==> src/rtl/lrts_pkg.sv <==
// Shared operation codes, status codes and sequencer states for the least-run thread scheduler.
`timescale 1ns / 1ps

package lrts_pkg;

  localparam int unsigned OP_WIDTH     = 2;
  localparam int unsigned STATUS_WIDTH = 2;
  localparam int unsigned TID_WIDTH    = 6;
  localparam int unsigned AGE_WIDTH    = 16;

  typedef enum logic [OP_WIDTH-1:0] {
    OP_CREATE = 2'd0,
    OP_SCHED  = 2'd1,
    OP_EXIT   = 2'd2,
    OP_JOIN   = 2'd3
  } op_t;

  typedef enum logic [STATUS_WIDTH-1:0] {
    ST_OK        = 2'd0,
    ST_EXHAUSTED = 2'd1,
    ST_NOT_FOUND = 2'd2,
    ST_ALL_DONE  = 2'd3
  } status_t;

  typedef enum logic [3:0] {
    S_CLEAR,
    S_IDLE,
    S_DECODE,
    S_JOIN_CHK,
    S_DISP,
    S_INS_INIT,
    S_INS_STEP,
    S_INS_CMP,
    S_POP,
    S_POP_WAIT,
    S_RESULT
  } state_t;

endpackage

==> src/rtl/least_run_thread_scheduler.sv <==
// Least-run thread scheduler: sorted ready queue in memory walked by one shared age comparator.
`timescale 1ns / 1ps

// The block takes one operation at a time on the input channel (operation, thread_id)
// and returns one result on the output channel (status_code, new_thread_id,
// running_thread_id, running_age). Both channels use valid and ready; a transfer
// happens when both are high at a rising clock edge.
// The ready queue lives in a single-port-read, single-port-write memory kept as a
// ring buffer, so removing the head costs one read. Insertion walks backward from
// the tail through the one age comparator, reading an entry in S_INS_STEP and
// comparing it in S_INS_CMP, where a greater age moves the entry up by one place.
// The input is ready only while the sequencer is idle.
// After reset the completed-thread memory is cleared one entry a cycle, and the
// input stays not ready until the last entry is cleared. Thread 0 then runs at age zero.
// The result sits in an output register, so a stalled receiver does not block the
// next input transfer; a further result waits until the register is free.
module least_run_thread_scheduler #(
  parameter int MAX_THREADS = 64,
  parameter int AGE_BITS    = 16
) (
  input  logic                            clk,
  input  logic                            rst,
  input  logic                            in_valid,
  output logic                            in_ready,
  input  logic [lrts_pkg::OP_WIDTH-1:0]     operation,
  input  logic [lrts_pkg::TID_WIDTH-1:0]    thread_id,
  output logic                            out_valid,
  input  logic                            out_ready,
  output logic [lrts_pkg::STATUS_WIDTH-1:0] status_code,
  output logic [lrts_pkg::TID_WIDTH-1:0]    new_thread_id,
  output logic [lrts_pkg::TID_WIDTH-1:0]    running_thread_id,
  output logic [lrts_pkg::AGE_WIDTH-1:0]    running_age
);

  import lrts_pkg::*;

  localparam int IDW = (MAX_THREADS > 1) ? $clog2(MAX_THREADS) : 1;
  localparam int CW  = $clog2(MAX_THREADS + 1);
  localparam int EW  = IDW + AGE_BITS;
  localparam logic [IDW-1:0] LAST    = IDW'(MAX_THREADS - 1);
  localparam logic [CW-1:0]  CNT_MAX = CW'(MAX_THREADS);

  logic [EW-1:0] queue_mem [MAX_THREADS];
  logic          mark_mem  [MAX_THREADS];

  state_t state, state_next;

  logic [IDW-1:0]      head, tail, clr_addr, run_id, ins_id, ins_pos;
  logic [CW-1:0]       count, next_id, ins_left;
  logic [AGE_BITS-1:0] run_age, ins_age;
  logic                run_done, pop_after;
  op_t                 op_q;
  logic [TID_WIDTH-1:0] tid_q;
  status_t             status_q;
  logic [TID_WIDTH-1:0] new_id_q;

  logic [EW-1:0]  q_rd;
  logic           mark_rd;
  logic           q_we, mark_we, mark_wdata;
  logic [IDW-1:0] q_waddr, q_raddr, mark_waddr, mark_raddr;
  logic [EW-1:0]  q_wdata;

  logic [AGE_BITS-1:0] age_inc, rd_age;
  logic [IDW-1:0]      rd_id, ins_prev, tail_inc, head_inc, tid_idx;
  logic                tid_ok, rd_greater;

  status_t                 out_status;
  logic [TID_WIDTH-1:0]    out_new_id, out_run_id;
  logic [AGE_WIDTH-1:0]    out_run_age;

  assign age_inc    = (&run_age) ? run_age : run_age + 1'b1;
  assign rd_age     = q_rd[AGE_BITS-1:0];
  assign rd_id      = q_rd[EW-1:AGE_BITS];
  assign rd_greater = rd_age > ins_age;
  assign ins_prev   = (ins_pos == '0) ? LAST : ins_pos - 1'b1;
  assign tail_inc   = (tail == LAST) ? '0 : tail + 1'b1;
  assign head_inc   = (head == LAST) ? '0 : head + 1'b1;
  assign tid_ok     = 32'(tid_q) < MAX_THREADS;
  assign tid_idx    = IDW'(tid_q);

  assign status_code       = out_status;
  assign new_thread_id     = out_new_id;
  assign running_thread_id = out_run_id;
  assign running_age       = out_run_age;

  always_ff @(posedge clk) begin
    if (q_we) begin
      queue_mem[q_waddr] <= q_wdata;
    end
    q_rd <= queue_mem[q_raddr];
  end

  always_ff @(posedge clk) begin
    if (mark_we) begin
      mark_mem[mark_waddr] <= mark_wdata;
    end
    mark_rd <= mark_mem[mark_raddr];
  end

  always_ff @(posedge clk) begin
    if (rst) begin
      state <= S_CLEAR;
    end else begin
      state <= state_next;
    end
  end

  always_comb begin
    state_next = state;
    in_ready   = 1'b0;
    q_we       = 1'b0;
    q_waddr    = ins_pos;
    q_wdata    = {ins_id, ins_age};
    q_raddr    = head;
    mark_we    = 1'b0;
    mark_waddr = tid_idx;
    mark_wdata = 1'b0;
    mark_raddr = tid_idx;
    case (state)
      S_CLEAR: begin
        mark_we    = 1'b1;
        mark_waddr = clr_addr;
        if (clr_addr == LAST) begin
          state_next = S_IDLE;
        end
      end
      S_IDLE: begin
        in_ready = 1'b1;
        if (in_valid) begin
          state_next = S_DECODE;
        end
      end
      S_DECODE: begin
        case (op_q)
          OP_CREATE: state_next = (next_id >= CNT_MAX) ? S_RESULT : S_INS_INIT;
          OP_SCHED:  state_next = (count == '0) ? S_RESULT : S_DISP;
          OP_EXIT:   state_next = (count == '0) ? S_RESULT : S_DISP;
          OP_JOIN: begin
            if (tid_ok) begin
              state_next = S_JOIN_CHK;
            end else begin
              state_next = (count == '0) ? S_RESULT : S_DISP;
            end
          end
          default: state_next = S_RESULT;
        endcase
      end
      S_JOIN_CHK: begin
        if (mark_rd) begin
          mark_we    = 1'b1;
          state_next = S_RESULT;
        end else begin
          state_next = (count == '0) ? S_RESULT : S_DISP;
        end
      end
      S_DISP: begin
        if (run_done) begin
          mark_we    = 1'b1;
          mark_waddr = run_id;
          mark_wdata = 1'b1;
          state_next = S_POP;
        end else begin
          state_next = S_INS_INIT;
        end
      end
      S_INS_INIT: begin
        if (count >= CNT_MAX) begin
          state_next = pop_after ? S_POP : S_RESULT;
        end else begin
          state_next = S_INS_STEP;
        end
      end
      S_INS_STEP: begin
        if (ins_left == '0) begin
          q_we       = 1'b1;
          state_next = pop_after ? S_POP : S_RESULT;
        end else begin
          q_raddr    = ins_prev;
          state_next = S_INS_CMP;
        end
      end
      S_INS_CMP: begin
        q_we = 1'b1;
        if (rd_greater) begin
          q_wdata    = q_rd;
          state_next = S_INS_STEP;
        end else begin
          state_next = pop_after ? S_POP : S_RESULT;
        end
      end
      S_POP: begin
        state_next = S_POP_WAIT;
      end
      S_POP_WAIT: begin
        state_next = S_RESULT;
      end
      S_RESULT: begin
        if (!out_valid || out_ready) begin
          state_next = S_IDLE;
        end
      end
      default: state_next = S_IDLE;
    endcase
  end

  always_ff @(posedge clk) begin
    if (rst) begin
      clr_addr  <= '0;
      head      <= '0;
      tail      <= '0;
      count     <= '0;
      next_id   <= CW'(1);
      run_id    <= '0;
      run_age   <= '0;
      run_done  <= 1'b0;
      pop_after <= 1'b0;
      out_valid <= 1'b0;
    end else begin
      if (out_valid && out_ready && state != S_RESULT) begin
        out_valid <= 1'b0;
      end
      case (state)
        S_CLEAR: begin
          if (clr_addr != LAST) begin
            clr_addr <= clr_addr + 1'b1;
          end
        end
        S_IDLE: begin
          if (in_valid) begin
            op_q      <= op_t'(operation);
            tid_q     <= thread_id;
            status_q  <= ST_OK;
            new_id_q  <= '0;
            pop_after <= 1'b0;
          end
        end
        S_DECODE: begin
          case (op_q)
            OP_CREATE: begin
              if (next_id >= CNT_MAX) begin
                status_q <= ST_EXHAUSTED;
              end else begin
                new_id_q <= TID_WIDTH'(next_id);
                ins_id   <= IDW'(next_id);
                ins_age  <= '0;
                next_id  <= next_id + 1'b1;
              end
            end
            OP_EXIT: begin
              run_done <= 1'b1;
              if (count == '0) begin
                status_q <= ST_ALL_DONE;
              end
            end
            OP_JOIN: begin
              if (!tid_ok) begin
                status_q <= ST_NOT_FOUND;
              end
            end
            default: ;
          endcase
        end
        S_JOIN_CHK: begin
          if (!mark_rd) begin
            status_q <= ST_NOT_FOUND;
          end
        end
        S_DISP: begin
          run_age   <= age_inc;
          pop_after <= 1'b1;
          ins_id    <= run_id;
          ins_age   <= age_inc;
        end
        S_INS_INIT: begin
          ins_pos  <= tail;
          ins_left <= count;
        end
        S_INS_STEP: begin
          if (ins_left == '0) begin
            count <= count + 1'b1;
            tail  <= tail_inc;
          end
        end
        S_INS_CMP: begin
          if (rd_greater) begin
            ins_pos  <= ins_prev;
            ins_left <= ins_left - 1'b1;
          end else begin
            count <= count + 1'b1;
            tail  <= tail_inc;
          end
        end
        S_POP_WAIT: begin
          run_id   <= rd_id;
          run_age  <= rd_age;
          run_done <= 1'b0;
          head     <= head_inc;
          count    <= count - 1'b1;
        end
        S_RESULT: begin
          if (!out_valid || out_ready) begin
            out_valid   <= 1'b1;
            out_status  <= status_q;
            out_new_id  <= new_id_q;
            out_run_id  <= TID_WIDTH'(run_id);
            out_run_age <= AGE_WIDTH'(run_age);
          end
        end
        default: ;
      endcase
    end
  end

endmodule
==> config.mk <==
export PLATFORM = sky130hd
export DESIGN_NAME = least_run_thread_scheduler
export DESIGN_NICKNAME = d
export VERILOG_FILES = /design/src/rtl/lrts_pkg.sv /design/src/rtl/least_run_thread_scheduler.sv
export SDC_FILE = /design/constraint.sdc
export NUM_CORES = 2
export LEC_CHECK = 0
export ABC_AREA = 1
export BUFFER_PORTS_ARGS = -buffer_cell sky130_fd_sc_hd__buf_4
export CORE_UTILIZATION = 35
export DETAILED_ROUTE_END_ITERATION = 10
export PLACE_DENSITY = 0.52
export SLEW_MARGIN = 15
export SYNTH_ARGS = -nofsm -noshare
export SYNTH_HDL_FRONTEND = slang
export SYNTH_SLANG_ARGS = --single-unit
export TNS_END_PERCENT = 50
==> constraint.sdc <==
create_clock -name clk -period 6.1 [get_ports clk]
set_input_delay 0.305 -clock clk [delete_from_list [all_inputs] [get_ports clk]]
set_output_delay 0.305 -clock clk [all_outputs]
set_load 0.01 [all_outputs]
==> run metrics <==
run status complete, no violations; Pre-Repair DR Iteration Count 6; Starting Density about a third; Crit Reg-Reg Startpoint q_rd[9]; Async S/R FF share, synth 0%; CTS tree done; RSZ-0062 raised after global routing no; GRT busiest layer met2; worst path bufs/invs 3; Mapped Cells 7070; Avg Inst Size Synth 10.22 µm²; vias in the first global route about 47000; post-route ant nets 0; die area 0.2083 mm²; Vias/cell between 5 and 6; Iteration-0 DRC Markers 5121; DR vias 50090; startpoint types flop; Die Ht 456.4 µm; hold bufs inserted after CTS 13; share of layout cells above drive strength 1 7.949%; # setup viols final 0; Maximum Capacitance Violations 0; pin slew with the least headroom to its limit around 1.2 ns; fin crit share 71.16%; Final Skew 0.02922 ns; PortBufs 43; relative slew slack between 20% and 30%; Root Buffer clkbuf_16; final hold vios 0; most frequent cells in the layout edfxtp_1 (1553), nand2_1 (1551), nand3_1 (1411), inv_1 (1356), nor2_1 (200); clk buf depth 3; post-cts resize count 0; Total Wirelength 217.0 mm; DRC Markers 0; initial antenna violation count 6; setup tns final 0 ns; dpl ws ~1.8 ns; delay-heaviest family, CP buffers and inverters; Hold EP mark_raddr[5]; CP Class reg -> reg; gpl congestion 0.8688; Warnings, synthesis 0; EDFF count, synth 1553; clk sink count 1637; post-DR wirelength/cell between 20 and 25 µm; post-CTS setup buffers 0; Core ar. 0.2050 mm²; final max-slew violation count 0; Synth top area share around 65%; maximum VDD drop 306.4 µV; worst r2r path cells 10; flop2flop setup slack around 1.8 ns; first-pass GRT wire length 318.9 mm; met2 Use GR 32.49%; class of the worst hold path in -> reg; die width 456.4 µm; clk_lat worst skew between 0.8 and 0.9 ns; GRT met1 Usage 29.14%; dpl hpwl approximately 120 mm; Worst EP arrival 4.87 ns; post-synthesis sequential area ratio about two thirds; Cell variety after synth 50; Congestion Overflow GR 0; NumNets Final 7167; static leakage around 0.033 µW; reg-to-reg endpoint queue_mem[1][12]; most common cell after layout, fill and taps aside edfxtp_1; pwr dens 270.9 mW/mm²; Synthesized Nets 7116; min Tclk post-route 4.341 ns; Ports 44; Worst path max stage delay 0.72 ns; met3 Resource Use GR 2.630%; CP required 6.63 ns; H-Tree Depth 4; max frequency 230.4 MHz; CP max stage cell clkinv_1; hold path startpoint thread_id[5]; Post-Syn Area 0.07228 mm²; main area contributors after synthesis edfxtp_1 (65%), nand3_1 (9.8%), nand2_1 (8.1%); Hold Path Stages 2; crit end category flop; ys flop type edfxtp_1; Synth area leader edfxtp_1; Critical Path, Cell by Cell ha_1, a21oi_1, o21ai_0, a21oi_1, nand2_1, nand3_1, clkinv_1, buf_4, o21ai_4, buf_4; Worst Slack Setup Final approximately 1.8 ns; Rows 166; number of buffers created by CTS ~170; Worst-path clk slew about 0.060 ns; Yosys reg bits 1637; GRT Resource Usage Total approximately a fifth; largest net degree at the start of global routing around 120; Critical Path Stages 10; synthesis-to-finish area growth 13.34%; post-layout util 39.96%; crit path max fanout 48
## registers in the layout, summed over array words and instances (netlist names), 4 cells and up
signal,count
new_id_q,6
head,6
ins_pos,6
new_thread_id,6
next_id,7
ins_id,6
run_age,16
ins_left,7
running_thread_id,6
state,4
ins_age,16
run_id,6
mark_raddr,6
tail,6
running_age,16
q_rd,22
queue_mem,1408
mark_mem,64
clr_addr,6
count,7
## metal layers
metal,wire (µm),part of all wire [%]
met5,0,0
met2,98610,45
met1,97360,45
met3,13920,6.4
met4,7085,3.3
## worst max path at each step
stage	to	startpoint	slack, ns
floorplan	queue_mem[0][1]	ins_age[7]	1.24
global placement	queue_mem[3][12]	ins_age[7]	1.84
detailed placement	queue_mem[0][12]	ins_age[7]	1.81
CTS	queue_mem[9][12]	ins_age[7]	1.76
global route	queue_mem[32][12]	ins_age[7]	1.45
finish	queue_mem[1][12]	q_rd[9]	1.76
## synth_stat cells (3+ instances only)
cell type,count
nor3b_1,3
nand2_2,4
o21ai_1,3
xnor2_1,3
nand3_1,1411
o21ai_2,4
or2_2,4
dfxtp_1,84
nor3_1,36
edfxtp_1,1553
buf_2,178
o21ai_0,126
nand2_1,1560
a211oi_1,4
a21oi_1,49
inv_2,14
nor2_1,264
nand4_1,10
nor2_4,3
buf_6,5
o221ai_1,3
buf_1,30
nand3b_1,112
buf_4,17
nand4_2,4
nor4_1,8
nand2_4,3
a31oi_1,14
ha_1,33
xor2_1,9
clkbuf_1,121
inv_1,1356
o22ai_1,18
## where the power goes
part	internal [µW]	switching (µW)
clock	5590	4430
combinational	18.5	36.8
sequential	12100	2.27
## worst reg2reg max path, cell delays in order, from the launching register on
cell      delay [ns]
dfxtp_1         0.56
ha_1            0.33
a21oi_1         0.13
o21ai_0         0.09
a21oi_1         0.14
nand2_1         0.09
nand3_1         0.38
clkinv_1        0.72
buf_4           0.51
o21ai_4         0.44
buf_4           0.55
## cell families (layout without fill, tap and decap cells)
logic type	count (synthesis)	count (layout)	synth area share, %
AO/OA/AOI/OAI	235	235	1.859
XOR/XNOR	12	12	0.1454
adder cells (fa/ha/maj)	34	34	0.5990
buffers and inverters	1723	1912	9.397
flip-flops	1637	1637	66.85
multiplexers	1	1	0.01385
other	0	3	0
AND/OR/NAND/NOR	3428	3428	21.14
## stage by stage
stage                     total power, µW  hold WS, ns  cells  instance area [µm²]
after global routing                22780       0.1877   9948                81910
final                               22190       0.2193   9950                81920
after floorplan                     12380       0.4003   7070                72280
after CTS                           22380       0.1453   9945                81860
after detailed placement            12400       0.4062   9618                76450
after global placement              12400       0.4038   9618                76450
## layout make-up
type	count	area [µm²]
Fill cell	19650	123100
Sequential cell	1637	48320
Multi-Input combinational cell	3710	17680
Inverter	1372	5159
Clock buffer	228	4671
Tap cell	2688	3363
Timing Repair Buffer	226	2112
Clock inverter	86	611.8
Antenna cell	3	7.507
(Power assumes the default switching activity.)
